**config.mk**
```make
export PLATFORM = sky130hd
export DESIGN_NAME = reentrant_monitor_lock_unit_top
export DESIGN_NICKNAME = d
export VERILOG_FILES = /design/src/sv/rmlu_pkg.sv /design/src/sv/rmlu_ram.sv /design/src/sv/rmlu_ctrl.sv /design/src/sv/rmlu_dp.sv /design/src/sv/reentrant_monitor_lock_unit_top.sv
export SDC_FILE = /design/constraint.sdc
export NUM_CORES = 1
export LEC_CHECK = 0
export BUFFER_PORTS_ARGS = -buffer_cell sky130_fd_sc_hd__buf_2
export CORE_ASPECT_RATIO = 1.4
export CORE_UTILIZATION = 40
export CTS_BUF_LIST = sky130_fd_sc_hd__clkbuf_4
export CTS_CLUSTER_DIAMETER = 150
export DETAILED_ROUTE_END_ITERATION = 16
export PLACE_DENSITY_LB_ADDON = 0.3
export SLEW_MARGIN = 20
export SYNTH_ARGS = -nofsm -noshare
export SYNTH_HDL_FRONTEND = slang
export SYNTH_SLANG_ARGS = --single-unit
```
**constraint.sdc**
```tcl
create_clock -name clk -period 3.7 [get_ports clk]
set_input_delay 1.11 -clock clk [delete_from_list [all_inputs] [get_ports clk]]
set_output_delay 1.11 -clock clk [all_outputs]
set_load 0.05 [all_outputs]
```
**src/sv/rmlu_pkg.sv**
```systemverilog
// ----------------------------------------------------------------------------
// Reentrant monitor lock unit package
// Shared constants, request and status codes, controller state and the
// command and status structures between controller and datapath.
// ----------------------------------------------------------------------------
`default_nettype none

package rmlu_pkg;

    localparam int THREAD_COUNT_DEF = 16;
    localparam int DEPTH_MAX_DEF    = 255;

    localparam int TID_W    = 4;
    localparam int REQ_W    = 3;
    localparam int STATUS_W = 4;
    localparam int NEST_W   = 8;
    localparam int MOVED_W  = 5;

    localparam logic [REQ_W-1:0] REQ_LOCK       = 3'd0;
    localparam logic [REQ_W-1:0] REQ_TRY_LOCK   = 3'd1;
    localparam logic [REQ_W-1:0] REQ_UNLOCK     = 3'd2;
    localparam logic [REQ_W-1:0] REQ_WAIT       = 3'd3;
    localparam logic [REQ_W-1:0] REQ_TIMEOUT    = 3'd4;
    localparam logic [REQ_W-1:0] REQ_NOTIFY     = 3'd5;
    localparam logic [REQ_W-1:0] REQ_NOTIFY_ALL = 3'd6;
    localparam logic [REQ_W-1:0] REQ_UNUSED     = 3'd7;

    localparam logic [STATUS_W-1:0] ST_GRANTED     = 4'd0;
    localparam logic [STATUS_W-1:0] ST_NESTED      = 4'd1;
    localparam logic [STATUS_W-1:0] ST_QUEUED      = 4'd2;
    localparam logic [STATUS_W-1:0] ST_REFUSED     = 4'd3;
    localparam logic [STATUS_W-1:0] ST_DECREMENTED = 4'd4;
    localparam logic [STATUS_W-1:0] ST_RELEASED    = 4'd5;
    localparam logic [STATUS_W-1:0] ST_WAITING     = 4'd6;
    localparam logic [STATUS_W-1:0] ST_NOTIFIED    = 4'd7;
    localparam logic [STATUS_W-1:0] ST_NONE_WAIT   = 4'd8;
    localparam logic [STATUS_W-1:0] ST_NOT_HOLDER  = 4'd9;
    localparam logic [STATUS_W-1:0] ST_BLOCKED     = 4'd10;
    localparam logic [STATUS_W-1:0] ST_OVERFLOW    = 4'd11;
    localparam logic [STATUS_W-1:0] ST_TIMEOUT     = 4'd12;

    typedef enum logic [3:0] {
        S_IDLE,
        S_DECODE,
        S_NT_READ,
        S_NT_MOVE,
        S_GRANT,
        S_GR_SAVED,
        S_GR_TAKE,
        S_TO_READ,
        S_TO_CMP,
        S_SH_READ,
        S_SH_WRITE,
        S_TO_OWN,
        S_TO_TAKE,
        S_OUT
    } state_t;

    typedef enum logic [4:0] {
        OP_NONE,
        OP_CAPTURE,
        OP_LOCK_GRANT,
        OP_NEST_INC,
        OP_LOCK_QUEUE,
        OP_NEST_DEC,
        OP_RELEASE,
        OP_WAIT_ENTER,
        OP_NT_READ,
        OP_NT_MOVE,
        OP_GR_READ,
        OP_GR_READ_SAVED,
        OP_GR_TAKE,
        OP_TO_READ,
        OP_TO_NEXT,
        OP_TO_FOUND,
        OP_SH_READ,
        OP_SH_WRITE,
        OP_TO_DROP,
        OP_TO_READ_SAVED,
        OP_TO_TAKE,
        OP_TO_PUSH
    } dp_op_t;

    typedef struct packed {
        dp_op_t              op;
        logic                set_status;
        logic [STATUS_W-1:0] status_code;
    } cmd_t;

    typedef struct packed {
        logic [REQ_W-1:0] req;
        logic             tid_bad;
        logic             blocked;
        logic             holds;
        logic             owner_valid;
        logic             depth_at_max;
        logic             depth_gt1;
        logic             wait_empty;
        logic             wait_gt1;
        logic             ready_empty;
        logic             match;
        logic             idx_next_lt_fill;
    } stat_t;

endpackage

`default_nettype wire

```
**src/sv/rmlu_ram.sv**
```systemverilog
// ----------------------------------------------------------------------------
// Generic RAM
// One write port and one read port with registered read data.
// ----------------------------------------------------------------------------
`default_nettype none

module rmlu_ram #(
    parameter int WIDTH = 4,
    parameter int DEPTH = 16
) (
    input  wire logic                     clk,
    input  wire logic                     we,
    input  wire logic [$clog2(DEPTH)-1:0] waddr,
    input  wire logic [WIDTH-1:0]         wdata,
    input  wire logic [$clog2(DEPTH)-1:0] raddr,
    output logic      [WIDTH-1:0]         rdata
);

    logic [WIDTH-1:0] mem [DEPTH];

    always_ff @(posedge clk)
    begin
        if (we)
        begin
            mem[waddr] <= wdata;
        end
        rdata <= mem[raddr];
    end

endmodule

`default_nettype wire

```
**src/sv/rmlu_ctrl.sv**
```systemverilog
// ----------------------------------------------------------------------------
// Reentrant monitor lock unit controller
// Sequences each request through the datapath and runs the handshakes.
// ----------------------------------------------------------------------------
`default_nettype none

module rmlu_ctrl (
    input  wire logic           clk,
    input  wire logic           rst_n,
    input  wire logic           in_valid,
    output logic                in_stall,
    output logic                out_valid,
    input  wire logic           out_stall,
    input  wire rmlu_pkg::stat_t st,
    output rmlu_pkg::cmd_t      cmd
);

    import rmlu_pkg::*;

    state_t              state_reg;
    state_t              state_next;
    state_t              dec_state;
    dp_op_t              dec_op;
    logic [STATUS_W-1:0] dec_status;

    always_ff @(posedge clk or negedge rst_n)
    begin
        if (!rst_n)
        begin
            state_reg <= S_IDLE;
        end
        else
        begin
            state_reg <= state_next;
        end
    end

    always_comb
    begin
        dec_state  = S_OUT;
        dec_op     = OP_NONE;
        dec_status = ST_REFUSED;
        priority if (st.tid_bad)
        begin
            dec_status = ST_BLOCKED;
        end
        else if (st.req == REQ_TIMEOUT)
        begin
            dec_status = ST_TIMEOUT;
            dec_state  = st.wait_empty ? S_OUT : S_TO_READ;
        end
        else if (st.req == REQ_UNUSED)
        begin
            dec_status = ST_REFUSED;
        end
        else if (st.blocked)
        begin
            dec_status = ST_BLOCKED;
        end
        else if (st.req == REQ_LOCK || st.req == REQ_TRY_LOCK)
        begin
            priority if (!st.owner_valid)
            begin
                dec_op     = OP_LOCK_GRANT;
                dec_status = ST_GRANTED;
            end
            else if (st.holds)
            begin
                if (st.depth_at_max)
                begin
                    dec_status = ST_OVERFLOW;
                end
                else
                begin
                    dec_op     = OP_NEST_INC;
                    dec_status = ST_NESTED;
                end
            end
            else if (st.req == REQ_LOCK)
            begin
                dec_op     = OP_LOCK_QUEUE;
                dec_status = ST_QUEUED;
            end
            else
            begin
                dec_status = ST_REFUSED;
            end
        end
        else if (st.req == REQ_UNLOCK)
        begin
            priority if (!st.holds)
            begin
                dec_status = ST_NOT_HOLDER;
            end
            else if (st.depth_gt1)
            begin
                dec_op     = OP_NEST_DEC;
                dec_status = ST_DECREMENTED;
            end
            else
            begin
                dec_op     = OP_RELEASE;
                dec_status = ST_RELEASED;
                dec_state  = S_GRANT;
            end
        end
        else if (st.req == REQ_WAIT)
        begin
            if (!st.holds)
            begin
                dec_status = ST_NOT_HOLDER;
            end
            else
            begin
                dec_op     = OP_WAIT_ENTER;
                dec_status = ST_WAITING;
                dec_state  = S_GRANT;
            end
        end
        else
        begin
            if (st.wait_empty)
            begin
                dec_status = ST_NONE_WAIT;
            end
            else
            begin
                dec_status = ST_NOTIFIED;
                dec_state  = S_NT_READ;
            end
        end
    end

    always_comb
    begin
        state_next = state_reg;
        unique case (state_reg)
            S_IDLE:     state_next = in_valid ? S_DECODE : S_IDLE;
            S_DECODE:   state_next = dec_state;
            S_NT_READ:  state_next = S_NT_MOVE;
            S_NT_MOVE:  state_next = (st.req == REQ_NOTIFY_ALL && st.wait_gt1) ?
                                     S_NT_READ : S_GRANT;
            S_GRANT:    state_next = (!st.owner_valid && !st.ready_empty) ?
                                     S_GR_SAVED : S_OUT;
            S_GR_SAVED: state_next = S_GR_TAKE;
            S_GR_TAKE:  state_next = S_OUT;
            S_TO_READ:  state_next = S_TO_CMP;
            S_TO_CMP:
            begin
                priority if (st.match)
                begin
                    state_next = S_SH_READ;
                end
                else if (st.idx_next_lt_fill)
                begin
                    state_next = S_TO_READ;
                end
                else
                begin
                    state_next = S_OUT;
                end
            end
            S_SH_READ:  state_next = st.idx_next_lt_fill ? S_SH_WRITE : S_TO_OWN;
            S_SH_WRITE: state_next = S_SH_READ;
            S_TO_OWN:   state_next = st.owner_valid ? S_OUT : S_TO_TAKE;
            S_TO_TAKE:  state_next = S_OUT;
            S_OUT:      state_next = out_stall ? S_OUT : S_IDLE;
            default:    state_next = S_IDLE;
        endcase
    end

    always_comb
    begin
        cmd.op          = OP_NONE;
        cmd.set_status  = 1'b0;
        cmd.status_code = dec_status;
        in_stall        = (state_reg != S_IDLE);
        out_valid       = (state_reg == S_OUT);
        unique case (state_reg)
            S_IDLE:     cmd.op = in_valid ? OP_CAPTURE : OP_NONE;
            S_DECODE:
            begin
                cmd.op         = dec_op;
                cmd.set_status = 1'b1;
            end
            S_NT_READ:  cmd.op = OP_NT_READ;
            S_NT_MOVE:  cmd.op = OP_NT_MOVE;
            S_GRANT:    cmd.op = (!st.owner_valid && !st.ready_empty) ?
                                 OP_GR_READ : OP_NONE;
            S_GR_SAVED: cmd.op = OP_GR_READ_SAVED;
            S_GR_TAKE:  cmd.op = OP_GR_TAKE;
            S_TO_READ:  cmd.op = OP_TO_READ;
            S_TO_CMP:
            begin
                priority if (st.match)
                begin
                    cmd.op = OP_TO_FOUND;
                end
                else if (st.idx_next_lt_fill)
                begin
                    cmd.op = OP_TO_NEXT;
                end
                else
                begin
                    cmd.op = OP_NONE;
                end
            end
            S_SH_READ:  cmd.op = st.idx_next_lt_fill ? OP_SH_READ : OP_TO_DROP;
            S_SH_WRITE: cmd.op = OP_SH_WRITE;
            S_TO_OWN:   cmd.op = st.owner_valid ? OP_TO_PUSH : OP_TO_READ_SAVED;
            S_TO_TAKE:  cmd.op = OP_TO_TAKE;
            S_OUT:      cmd.op = OP_NONE;
            default:    cmd.op = OP_NONE;
        endcase
    end

endmodule

`default_nettype wire

```
**src/sv/rmlu_dp.sv**
```systemverilog
// ----------------------------------------------------------------------------
// Reentrant monitor lock unit datapath
// Holder registers, ready queue, wait list, saved depths and result fields.
// ----------------------------------------------------------------------------
`default_nettype none

module rmlu_dp #(
    parameter int THREAD_COUNT = rmlu_pkg::THREAD_COUNT_DEF,
    parameter int DEPTH_MAX    = rmlu_pkg::DEPTH_MAX_DEF
) (
    input  wire logic                             clk,
    input  wire logic                             rst_n,
    input  wire rmlu_pkg::cmd_t                   cmd,
    output rmlu_pkg::stat_t                       st,
    input  wire logic [rmlu_pkg::REQ_W-1:0]       req_type,
    input  wire logic [rmlu_pkg::TID_W-1:0]       thread_id,
    output logic      [rmlu_pkg::STATUS_W-1:0]    status,
    output logic                                  timed_out,
    output logic                                  woken_valid,
    output logic      [rmlu_pkg::TID_W-1:0]       woken_thread,
    output logic                                  holder_valid,
    output logic      [rmlu_pkg::TID_W-1:0]       holder_now,
    output logic      [rmlu_pkg::NEST_W-1:0]      nest_count,
    output logic      [rmlu_pkg::MOVED_W-1:0]     moved_count
);

    import rmlu_pkg::*;

    localparam int TW = $clog2(THREAD_COUNT);
    localparam int DW = $clog2(DEPTH_MAX + 1);

    logic [REQ_W-1:0]    req_reg;
    logic [TID_W-1:0]    tid_reg;
    logic                owner_valid_reg;
    logic [TID_W-1:0]    owner_id_reg;
    logic [DW-1:0]       owner_depth_reg;
    logic [TW-1:0]       ready_head_reg;
    logic [TW:0]         ready_fill_reg;
    logic [TW-1:0]       wait_head_reg;
    logic [TW:0]         wait_fill_reg;
    logic [TW-1:0]       idx_reg;
    logic [TID_W-1:0]    grant_tid_reg;
    logic [TW:0]         moved_reg;
    logic [THREAD_COUNT-1:0] blocked_reg;
    logic [STATUS_W-1:0] status_reg;
    logic                timed_reg;
    logic                woke_reg;
    logic [TID_W-1:0]    woken_reg;

    logic                fifo_we;
    logic [TW-1:0]       fifo_waddr;
    logic [TW-1:0]       fifo_raddr;
    logic [TID_W-1:0]    fifo_wdata;
    logic [TID_W-1:0]    fifo_rdata;
    logic                wait_we;
    logic [TW-1:0]       wait_waddr;
    logic [TW-1:0]       wait_raddr;
    logic [TID_W-1:0]    wait_wdata;
    logic [TID_W-1:0]    wait_rdata;
    logic                saved_we;
    logic [TW-1:0]       saved_waddr;
    logic [TW-1:0]       saved_raddr;
    logic [DW-1:0]       saved_wdata;
    logic [DW-1:0]       saved_rdata;

    logic                push_en;
    logic                push_ok;
    logic [TID_W-1:0]    push_data;
    logic                wait_ok;

    logic [TW+TID_W-1:0] tid_ext;
    logic [TW+TID_W-1:0] push_ext;
    logic [TW+TID_W-1:0] grant_ext;
    logic [TW+TID_W-1:0] fifo_ext;
    logic [TW-1:0]       tid_idx;
    logic [TW-1:0]       push_idx;
    logic [TW-1:0]       grant_idx;
    logic [TW-1:0]       fifo_idx;
    logic [TW:0]         idx_plus1;
    logic [DW+NEST_W-1:0]  depth_ext;
    logic [TW+MOVED_W:0]   moved_ext;

    function automatic logic [TW-1:0] wrap_add(input logic [TW-1:0] base,
                                               input logic [TW:0] off);
        logic [TW+1:0] s;
        s = {2'b00, base} + {1'b0, off};
        if (s >= (TW+2)'(THREAD_COUNT))
        begin
            s = s - (TW+2)'(THREAD_COUNT);
        end
        return s[TW-1:0];
    endfunction

    assign tid_ext   = {{TW{1'b0}}, tid_reg};
    assign push_ext  = {{TW{1'b0}}, push_data};
    assign grant_ext = {{TW{1'b0}}, grant_tid_reg};
    assign fifo_ext  = {{TW{1'b0}}, fifo_rdata};
    assign tid_idx   = tid_ext[TW-1:0];
    assign push_idx  = push_ext[TW-1:0];
    assign grant_idx = grant_ext[TW-1:0];
    assign fifo_idx  = fifo_ext[TW-1:0];
    assign idx_plus1 = {1'b0, idx_reg} + (TW+1)'(1);

    assign push_en   = (cmd.op == OP_LOCK_QUEUE) || (cmd.op == OP_NT_MOVE) ||
                       (cmd.op == OP_TO_PUSH);
    assign push_data = (cmd.op == OP_NT_MOVE) ? wait_rdata : tid_reg;
    assign push_ok   = push_en && (ready_fill_reg < (TW+1)'(THREAD_COUNT));
    assign wait_ok   = (cmd.op == OP_WAIT_ENTER) &&
                       (wait_fill_reg < (TW+1)'(THREAD_COUNT));

    assign fifo_we    = push_ok;
    assign fifo_waddr = wrap_add(ready_head_reg, ready_fill_reg);
    assign fifo_wdata = push_data;
    assign fifo_raddr = ready_head_reg;

    always_comb
    begin
        wait_we     = wait_ok;
        wait_waddr  = wrap_add(wait_head_reg, wait_fill_reg);
        wait_wdata  = tid_reg;
        if (cmd.op == OP_SH_WRITE)
        begin
            wait_we    = 1'b1;
            wait_waddr = wrap_add(wait_head_reg, {1'b0, idx_reg});
            wait_wdata = wait_rdata;
        end
        unique case (cmd.op)
            OP_TO_READ: wait_raddr = wrap_add(wait_head_reg, {1'b0, idx_reg});
            OP_SH_READ: wait_raddr = wrap_add(wait_head_reg, idx_plus1);
            default:    wait_raddr = wait_head_reg;
        endcase
    end

    always_comb
    begin
        saved_we    = wait_ok || (cmd.op == OP_LOCK_QUEUE);
        saved_waddr = tid_idx;
        saved_wdata = (cmd.op == OP_LOCK_QUEUE) ? DW'(1) : owner_depth_reg;
        saved_raddr = (cmd.op == OP_GR_READ_SAVED) ? fifo_idx : tid_idx;
    end

    rmlu_ram #(.WIDTH(TID_W), .DEPTH(THREAD_COUNT)) u_ready_ram (
        .clk   (clk),
        .we    (fifo_we),
        .waddr (fifo_waddr),
        .wdata (fifo_wdata),
        .raddr (fifo_raddr),
        .rdata (fifo_rdata)
    );

    rmlu_ram #(.WIDTH(TID_W), .DEPTH(THREAD_COUNT)) u_wait_ram (
        .clk   (clk),
        .we    (wait_we),
        .waddr (wait_waddr),
        .wdata (wait_wdata),
        .raddr (wait_raddr),
        .rdata (wait_rdata)
    );

    rmlu_ram #(.WIDTH(DW), .DEPTH(THREAD_COUNT)) u_saved_ram (
        .clk   (clk),
        .we    (saved_we),
        .waddr (saved_waddr),
        .wdata (saved_wdata),
        .raddr (saved_raddr),
        .rdata (saved_rdata)
    );

    always_ff @(posedge clk or negedge rst_n)
    begin
        if (!rst_n)
        begin
            owner_valid_reg <= 1'b0;
            owner_id_reg    <= '0;
            owner_depth_reg <= '0;
            ready_head_reg  <= '0;
            ready_fill_reg  <= '0;
            wait_head_reg   <= '0;
            wait_fill_reg   <= '0;
            idx_reg         <= '0;
            blocked_reg     <= '0;
        end
        else
        begin
            if (push_ok)
            begin
                ready_fill_reg        <= ready_fill_reg + (TW+1)'(1);
                blocked_reg[push_idx] <= 1'b1;
            end
            unique case (cmd.op)
                OP_CAPTURE:
                begin
                    idx_reg <= '0;
                end
                OP_LOCK_GRANT:
                begin
                    owner_valid_reg <= 1'b1;
                    owner_id_reg    <= tid_reg;
                    owner_depth_reg <= DW'(1);
                end
                OP_NEST_INC: owner_depth_reg <= owner_depth_reg + DW'(1);
                OP_NEST_DEC: owner_depth_reg <= owner_depth_reg - DW'(1);
                OP_RELEASE, OP_WAIT_ENTER:
                begin
                    owner_valid_reg <= 1'b0;
                    owner_id_reg    <= '0;
                    owner_depth_reg <= '0;
                    if (wait_ok)
                    begin
                        wait_fill_reg        <= wait_fill_reg + (TW+1)'(1);
                        blocked_reg[tid_idx] <= 1'b1;
                    end
                end
                OP_NT_MOVE:
                begin
                    wait_head_reg <= wrap_add(wait_head_reg, (TW+1)'(1));
                    wait_fill_reg <= wait_fill_reg - (TW+1)'(1);
                end
                OP_GR_TAKE:
                begin
                    owner_valid_reg        <= 1'b1;
                    owner_id_reg           <= grant_tid_reg;
                    owner_depth_reg        <= saved_rdata;
                    ready_head_reg         <= wrap_add(ready_head_reg, (TW+1)'(1));
                    ready_fill_reg         <= ready_fill_reg - (TW+1)'(1);
                    blocked_reg[grant_idx] <= 1'b0;
                end
                OP_TO_NEXT, OP_SH_WRITE: idx_reg <= idx_plus1[TW-1:0];
                OP_TO_FOUND: blocked_reg[tid_idx] <= 1'b0;
                OP_TO_DROP:  wait_fill_reg <= wait_fill_reg - (TW+1)'(1);
                OP_TO_TAKE:
                begin
                    owner_valid_reg <= 1'b1;
                    owner_id_reg    <= tid_reg;
                    owner_depth_reg <= saved_rdata;
                end
                default:
                begin
                end
            endcase
        end
    end

    always_ff @(posedge clk)
    begin
        if (cmd.op == OP_CAPTURE)
        begin
            req_reg   <= req_type;
            tid_reg   <= thread_id;
            timed_reg <= 1'b0;
            woke_reg  <= 1'b0;
            woken_reg <= '0;
            moved_reg <= '0;
        end
        if (cmd.set_status)
        begin
            status_reg <= cmd.status_code;
        end
        if (cmd.op == OP_NT_MOVE)
        begin
            moved_reg <= moved_reg + (TW+1)'(1);
        end
        if (cmd.op == OP_GR_READ_SAVED)
        begin
            grant_tid_reg <= fifo_rdata;
        end
        if (cmd.op == OP_TO_FOUND)
        begin
            timed_reg <= 1'b1;
        end
        if (cmd.op == OP_GR_TAKE)
        begin
            woke_reg  <= 1'b1;
            woken_reg <= grant_tid_reg;
        end
        if (cmd.op == OP_TO_TAKE)
        begin
            woke_reg  <= 1'b1;
            woken_reg <= tid_reg;
        end
    end

    always_comb
    begin
        st.req              = req_reg;
        st.tid_bad          = (tid_ext >= (TW+TID_W)'(THREAD_COUNT));
        st.blocked          = blocked_reg[tid_idx];
        st.holds            = owner_valid_reg && (owner_id_reg == tid_reg);
        st.owner_valid      = owner_valid_reg;
        st.depth_at_max     = (owner_depth_reg >= DW'(DEPTH_MAX));
        st.depth_gt1        = (owner_depth_reg > DW'(1));
        st.wait_empty       = (wait_fill_reg == '0);
        st.wait_gt1         = (wait_fill_reg > (TW+1)'(1));
        st.ready_empty      = (ready_fill_reg == '0);
        st.match            = (wait_rdata == tid_reg);
        st.idx_next_lt_fill = (idx_plus1 < wait_fill_reg);
    end

    assign depth_ext    = {{NEST_W{1'b0}}, owner_depth_reg};
    assign moved_ext    = {{MOVED_W{1'b0}}, moved_reg};
    assign status       = status_reg;
    assign timed_out    = timed_reg;
    assign woken_valid  = woke_reg;
    assign woken_thread = woken_reg;
    assign holder_valid = owner_valid_reg;
    assign holder_now   = owner_valid_reg ? owner_id_reg : '0;
    assign nest_count   = owner_valid_reg ? depth_ext[NEST_W-1:0] : '0;
    assign moved_count  = moved_ext[MOVED_W-1:0];

endmodule

`default_nettype wire

```
**src/sv/reentrant_monitor_lock_unit_top.sv**
```systemverilog
// A simple request is captured, decoded and presented; release, wait and notify also
// check the ready queue and, if the lock is free, hand it to the head of that queue.
// Notify moves each woken waiter to the ready queue; a timeout searches the wait list,
// shifts later entries down, drops the last and queues the thread or gives it the lock.
// Requests are taken one at a time, each only after the result of the last is taken.
// Reset: asynchronous, clears holder, queue pointers and blocked flags; no sweep.
// ----------------------------------------------------------------------------
// Reentrant monitor lock unit top level
// Controller and datapath for a reentrant lock with ready and wait queues.
// ----------------------------------------------------------------------------
`default_nettype none

module reentrant_monitor_lock_unit_top #(
    parameter int THREAD_COUNT = rmlu_pkg::THREAD_COUNT_DEF,
    parameter int DEPTH_MAX    = rmlu_pkg::DEPTH_MAX_DEF
) (
    input  wire logic                          clk,
    input  wire logic                          rst_n,
    input  wire logic                          in_valid,
    output logic                               in_stall,
    input  wire logic [rmlu_pkg::REQ_W-1:0]    req_type,
    input  wire logic [rmlu_pkg::TID_W-1:0]    thread_id,
    output logic                               out_valid,
    input  wire logic                          out_stall,
    output logic      [rmlu_pkg::STATUS_W-1:0] status,
    output logic                               timed_out,
    output logic                               woken_valid,
    output logic      [rmlu_pkg::TID_W-1:0]    woken_thread,
    output logic                               holder_valid,
    output logic      [rmlu_pkg::TID_W-1:0]    holder_now,
    output logic      [rmlu_pkg::NEST_W-1:0]   nest_count,
    output logic      [rmlu_pkg::MOVED_W-1:0]  moved_count
);

    import rmlu_pkg::*;

    cmd_t  cmd;
    stat_t st;

    rmlu_ctrl u_ctrl (
        .clk       (clk),
        .rst_n     (rst_n),
        .in_valid  (in_valid),
        .in_stall  (in_stall),
        .out_valid (out_valid),
        .out_stall (out_stall),
        .st        (st),
        .cmd       (cmd)
    );

    rmlu_dp #(
        .THREAD_COUNT (THREAD_COUNT),
        .DEPTH_MAX    (DEPTH_MAX)
    ) u_dp (
        .clk          (clk),
        .rst_n        (rst_n),
        .cmd          (cmd),
        .st           (st),
        .req_type     (req_type),
        .thread_id    (thread_id),
        .status       (status),
        .timed_out    (timed_out),
        .woken_valid  (woken_valid),
        .woken_thread (woken_thread),
        .holder_valid (holder_valid),
        .holder_now   (holder_now),
        .nest_count   (nest_count),
        .moved_count  (moved_count)
    );

endmodule

`default_nettype wire
```
; ---- Yosys cells after proc, flatten, opt, wreduce, memory -nomap -nowiden
; Memories as Yosys holds them, arrays and structs flattened. A register that Yosys moved wholly into a read port is not among the register bits.
; Index checks and enable logic that the tools add are counted.
[word_totals]
elab_cells = 245
ff_bits = 81
mem_bits_rw = 256
latch_bits = 0
out_inout_bits = 30
memories = 3
mem_bits_ro = 0
[classes]
n_bitwise = 6
div_mod_pow = 0
mux = 102
add_sub_neg = 20
n_eq_ne = 40
mul = 0
order_cmp = 19
n_reduce_logical = 36
shift = 0
[mem_list]
columns = memory, depth, word_bits, read_ports, rd_ports_with_merged_regs, write_ports, line
row1 = u_dp.u_saved_ram.mem, 16, 8, 1, 1, 1, rmlu_ram.sv:19  ; logic [WIDTH-1:0] mem [DEPTH];
row2 = u_dp.u_ready_ram.mem, 16, 4, 1, 1, 1, rmlu_ram.sv:19
row3 = u_dp.u_wait_ram.mem, 16, 4, 1, 1, 1, rmlu_ram.sv:19
[op_table]
columns = op, count
row1 = $mux W4, 43
row2 = $mux W5, 16
row3 = $pmux W5 S13, 1
row4 = $pmux W4 S13, 1
row5 = $pmux W16 S3, 1
row6 = $pmux W8 S5, 1
row7 = $and A16 B16 Y16, 2
row8 = $mux W16, 2
row9 = $not A16 Y16, 2
row10 = $or A16 B16 Y16, 2
row11 = $eq A5 B4 Y1 const B, 6
row12 = $eq A5 B5 Y1 const B, 5
row13 = $eq A4 B4 Y1 const B, 6
row14 = $sub A4 B1 Y4 const B, 6
row15 = $eq A5 B3 Y1 const B, 4
row16 = $add A4 B5 Y6, 3
row17 = $ge A6 B5 Y1 const B, 3
row18 = $mux W1, 18
row19 = $eq A4 B3 Y1 const B, 4
row20 = $mux W8, 2
row21 = $pmux W4 S2, 2
row22 = $add A4 B1 Y5 const B, 3
row23 = $add A5 B1 Y5 const B, 3
row24 = $ge A5 B5 Y1 const B, 3
row25 = 41 further kinds, 84

; ---- Longest topological paths before layout
[depth]
depth_word = 22
ltp_mapped = 14
mapped_depth_nobuf = 11

; ---- Hierarchy
; Synthesis repeated with hierarchy kept, for this count alone.
[hier_totals]
hier_cells = 1283
area_unflattened_um2 = 17579.4
[by_module_without_submodules]
columns = mod, cells_per_inst, area_per_inst_um2, instances
row1 = rmlu_dp, 660, 6152.2, 1
row2 = rmlu_ram at u_dp.u_ready_ram ..., 130, 2666.3, 2
row3 = rmlu_ram at u_dp.u_saved_ram, 229, 5147.4, 1
row4 = rmlu_ctrl, 134, 947.2, 1

; ---- Worst setup path after synthesis
; Ideal clock, no wire load.
[synth_timing]
kind = input to register
start = input in_valid
end = memory u_dp.u_saved_ram.mem[10][0] (netlist name), enable pin
arrival_ns = 3.506
n_path_buf = 1
required_ns = 3.330
path_stages = 9
path_slack_ns = -0.176
path_cell_list = or4b_2 > a21oi_1 > a211oi_1 > a21boi_0 > o211ai_1 > nor4b_4 > nor2_1 > buf_6 > nor2_1
[synth_between]
elab_chain_len = 7
[synth_rtl]
columns = element, line
row1 = "start, declared", reentrant_monitor_lock_unit_top.sv:19  ; input wire logic in_valid,
row2 = $mux W1 *, rmlu_ctrl.sv:180  ; S_IDLE: cmd.op = in_valid ? OP_CAPTURE : OP_NONE;
row3 = $pmux W5 S13 *, rmlu_ctrl.sv:179  ; unique case (state_reg)
row4 = $eq A5 B3 Y1, rmlu_dp.sv:108  ; assign wait_ok = (cmd.op == OP_WAIT_ENTER) &&
row5 = $logic_and A1 B1 Y1, rmlu_dp.sv:108
row6 = $logic_or A1 B1 Y1 *, rmlu_dp.sv:136  ; saved_we = wait_ok || (cmd.op == OP_LOCK_QUEUE);
row7 = $mux W1 *, rmlu_ram.sv:23  ; if (we)
row8 = $mux W1 (not written as such) *, rmlu_ram.sv:25  ; mem[waddr] <= wdata;
row9 = "end, declared", rmlu_ram.sv:19
; Mark *: on every way between the ends. The rest lies on a longest branch, timed or not.

; ---- Worst setup path in the final report
[layout_timing]
start = register u_dp.tid_reg[0] (netlist: u_dp.saved_waddr[0])
end = memory u_dp.u_ready_ram.mem[8][3] (netlist: u_dp.u_ready_ram.mem[4][3]), enable pin
[layout_between]
elab_chain_len = 17
[layout_rtl]
columns = element, line
row1 = "start, declared", rmlu_dp.sv:33  ; logic [TID_W-1:0] tid_reg;
row2 = "start signal, assigned", rmlu_dp.sv:249  ; tid_reg <= thread_id;
row3 = $eq A4 B4 Y1, rmlu_dp.sv:288  ; st.holds = owner_valid_reg && (owner_id_reg == tid_reg);
row4 = $logic_and A1 B1 Y1, rmlu_dp.sv:288
row5 = $mux W3, rmlu_ctrl.sv:109  ; if (!st.holds)
row6 = $mux W5, rmlu_ctrl.sv:107  ; else if (st.req == REQ_WAIT)
row7 = $mux W5, rmlu_ctrl.sv:89  ; else if (st.req == REQ_UNLOCK)
row8 = $mux W5, rmlu_ctrl.sv:60  ; else if (st.req == REQ_LOCK || st.req == REQ_TRY_LOCK)
row9 = $mux W5, rmlu_ctrl.sv:56  ; else if (st.blocked)
row10 = $mux W5, rmlu_ctrl.sv:52  ; else if (st.req == REQ_UNUSED)
row11 = $mux W5, rmlu_ctrl.sv:47  ; else if (st.req == REQ_TIMEOUT)
row12 = $mux W5, rmlu_ctrl.sv:43  ; priority if (st.tid_bad)
row13 = $pmux W5 S13 *, rmlu_ctrl.sv:179
row14 = $eq A5 B3 Y1 or $eq A5 B4 Y1 (tied branches), rmlu_dp.sv:104  ; assign push_en = (cmd.op == OP_LOCK_QUEUE) || (cmd.op == OP_NT_MOVE) ||
row15 = $logic_or A1 B1 Y1, rmlu_dp.sv:104
row16 = $logic_or A1 B1 Y1 *, rmlu_dp.sv:104
row17 = $logic_and A1 B1 Y1 *, rmlu_dp.sv:107  ; assign push_ok = push_en && (ready_fill_reg < (TW+1)'(THREAD_COUNT));
row18 = $mux W1 *, rmlu_ram.sv:23
row19 = $mux W1 (not written as such) *, rmlu_ram.sv:25
row20 = "end, declared", rmlu_ram.sv:19
; Mark *: on every way between the ends. The rest lies on a longest branch, timed or not. The select of a mux whose other input is x is not followed.

==> metrics.md <==
| Metric | Value |
|---|---|
| CP Cell Sequence | `mux4_2 -> mux2_2 -> or4_4 -> a21o_1 -> o31a_1 -> or3_1 -> nor2_1` |
| WP data required | `4120 ps` |
| Drt wl/cell | `20.91 um` |
| P_leak | `7.273 nW` |
| First-pass GRT wire length | `68.57 mm` |
| Synth-to-layout area growth | `16.28%` |
| Drt pass-1 iters | `7` |
| Final ANT Viol Nets | `0` |
| Rows | `88` |
| Initial antenna violation count | `2` |
| Top fanout value on the critical path | `4` |
| Count leader, synth | `edfxtp_1` |
| Vias per cell | `5.558` |
| Core Util, Final | `47.39%` |
| Post-synth top cells | `edfxtp_1, nor2_1, nand2_1, a21oi_1, dfrtp_1` |
| Multi-input gate area | `6432 um^2` |
| Net Count, Synth | `1369` |
| Die area | `43130 um^2` |
| VDD IR max | `0.3194 mV` |
| Critical path's slowest cell | `mux4_2` |
| Clock Skew | `78.94 ps` |
| Ratio of cells with drive above 1 in the final layout | `26.53%` |
| Detailed Route Iter0 Violations | `889` |
| Largest register FFs | `128` |
| Post-layout minimum cycle time | `3559 ps` |
| Fin. Hold Viols | `0` |
| Period utilization | `96.19%` |
| Critical path type | `register to register` |
| Syn. warnings | `0` |
| Post-synth cell types | `77` |
| Clock Path Buffers | `3` |
| Worst setup EP type | `register` |
| Hold crit path type | `input pin to async pin` |
| Status | `finished, final reports clean` |
| CTS buffer count | `87` |
| H-tree Lvls | `3` |
| Critical Path Start Type | `register` |
| Yosys reg bits | `353` |
| Grt total ovfl | `0` |
| Setup-failing EPs final | `0` |
| Post-detail-place hpwl | `31.80 mm` |
| Post-synthesis area per instance | `12.79 um^2` |
| Post-place setup slack | `-131.8 ps` |
| Reg clk slew, reported paths | `70 ps` |
| Seq/Total Area, Yosys | `59.96%` |
| Die extent in x | `175.8 um` |
| Max-cap violations | `0` |
| PnR worst setup slack | `141.0 ps` |
| Num ports | `41` |
| Syn Inst Count | `1323` |
| Post-synth EDFFs | `280` |
| Synth Cell Area | `16920 um^2` |
| Biggest register | `u_dp.u_saved_ram.mem` |
| CTS tree | `done` |
| Fmax | `281.0 MHz` |
| Register area | `10150 um^2` |
| Top cells by area, synth | `edfxtp_1, dfrtp_1, mux4_2` |
| Max-slew violation count | `0` |
| Port bufs | `40` |
| Area leader, netlist | `edfxtp_1` |
| Nets | `1549` |
| Root buf cell | `clkbuf_4` |
| Slew at the pin with the worst max-slew slack | `748.1 ps` |
| Arrival @ worst endpoint | `3980 ps` |
| Ys flop type | `edfxtp_1` |
| Routability Congestion | `0.9327` |
| Async SR Flop Fraction | `15.58%` |
| Worst skew pair latency | `810 ps` |
| Biggest registers after layout | `u_dp.u_saved_ram.mem x128, u_dp.u_ready_ram.mem x64, u_dp.u_wait_ram.mem x64` |
| Pwr dens | `765.0 nW/um^2` |
| Max stage delay on crit path | `550 ps` |
| Pin count of the biggest net entering global routing | `28` |
| Final WL | `44.14 mm` |
| Max_slew headroom | `49.06%` |
| Post-route DRC violation count | `0` |
| Initial Util | `40.76%` |
| Global Route Usage Sum | `21.05%` |
| Via count | `11730` |
| CTS sink count | `353` |
| # fillers | `3748` |
| Synth top area share | `49.70%` |
| Chip Height | `245.3 um` |
| Vias in the first global route | `12070` |
| Core Region | `41510 um^2` |
logic make-up after synthesis:
kind of cell / Yosys count / share of synthesized area (%)
simple gates: 412 / 11.76
flops: 353 / 59.96
compound gates: 258 / 10.41
mux: 110 / 9.925
buf+inv: 108 / 2.610
xor+xnor: 46 / 2.463
fa+ha+maj: 36 / 2.869
report_power, final:
| part | leakage [nW] | switching, W | internal (W) |
|---|---|---|---|
| Sequential | 3.36 | 0.000432 | 0.00498 |
| Clock | 0.671 | 0.00157 | 0.00178 |
| Combinational | 3.24 | 0.00385 | 0.00244 |
| Total | 7.27 | 0.00585 | 0.00920 |
worst max-delay path: cells and delay by family, from the launching register on:
family	cells	cell delay, ps
muxes	2	870
AOI/OAI and AO/OA	2	600
and+or+nand+nor	3	1240
DFF	1	490
layout make-up:
cell class / count / area share [%]
multi-input combinational: 862 / 32.70
clock inverter: 28 / 1.043
clock buffer: 126 / 4.808
inverter: 39 / 0.7441
timing repair buffer: 160 / 5.661
tap: 540 / 3.434
sequential: 353 / 51.57
antenna: 3 / 0.03816
path summary, 6_finish.rpt:
path,startpoint,endpoint,slack [ps],cells after the start
max reg2reg,u_dp.saved_waddr[0],u_dp.u_ready_ram.mem[4][3],140,7
max,u_dp.saved_waddr[0],u_dp.u_ready_ram.mem[4][3],140,7
min in group clk,u_dp.u_ready_ram.rdata[2],u_dp.grant_idx[2],430,0
min,rst_n,u_dp.owner_depth_reg[7],300,1
max in group asynchronous,rst_n,u_dp.blocked_reg[14],2650,2
min reg2reg,u_dp.u_ready_ram.rdata[2],u_dp.grant_idx[2],430,0
layer usage:
| metal | up-vias | GRT usage, % | share of wire [%] |
|---|---|---|---|
| met4 | 0 | 9.949 | 3.6 |
| met3 | 97 | 3.757 | 4.6 |
| met5 | - | 0 | 0 |
| li1 | 5464 | - | - |
| met2 | 375 | 38.67 | 54 |
| met1 | 5796 | 23.29 | 37 |
timing repair:
item,in CTS,in global routing
buffers inserted,0,6
resized for setup,0,11
hold buffers,0,0
endpoints found under the setup margin,0,125
through the flow:
step           power [W]  setup TNS [ps]  cell area, um^2  instances  hold WS (ps)
6_report         0.01505               0            19670       2111         303.5
5_1_grt          0.01596          -74.51            19670       2111         296.5
4_1_cts          0.01507               0            19580       2102         255.3
3_5_place_dp     0.01167           -4778            18430       1948         425.2
3_3_place_gp     0.01158           -2186            18430       1948         427.7
2_1_floorplan   0.009661           -5891            16950       1323         408.0
placed cells by master (no fill, tap or decap), drive strengths merged, types with 10 or more instances in the layout:
cell and instances:
and3 11, xor2 18, clkinv 22, nor4 13
clkbuf 126, xnor2 27, edfxtp 280, dfxtp 18
nand2b 11, nand2 102, nand3 33, a22oi 19
dfrtp 55, a31oi 22, o211ai 14, a21oi 59
mux2i 35, o21ai 40, and2 22, nor3 22
nor2 135, ha 30, mux4 43, or2 10
a21o 11, buf 160, mux2 32, inv 40
a211oi 14, nor2b 23
Note: power is estimated with default switching activity, not from simulation.
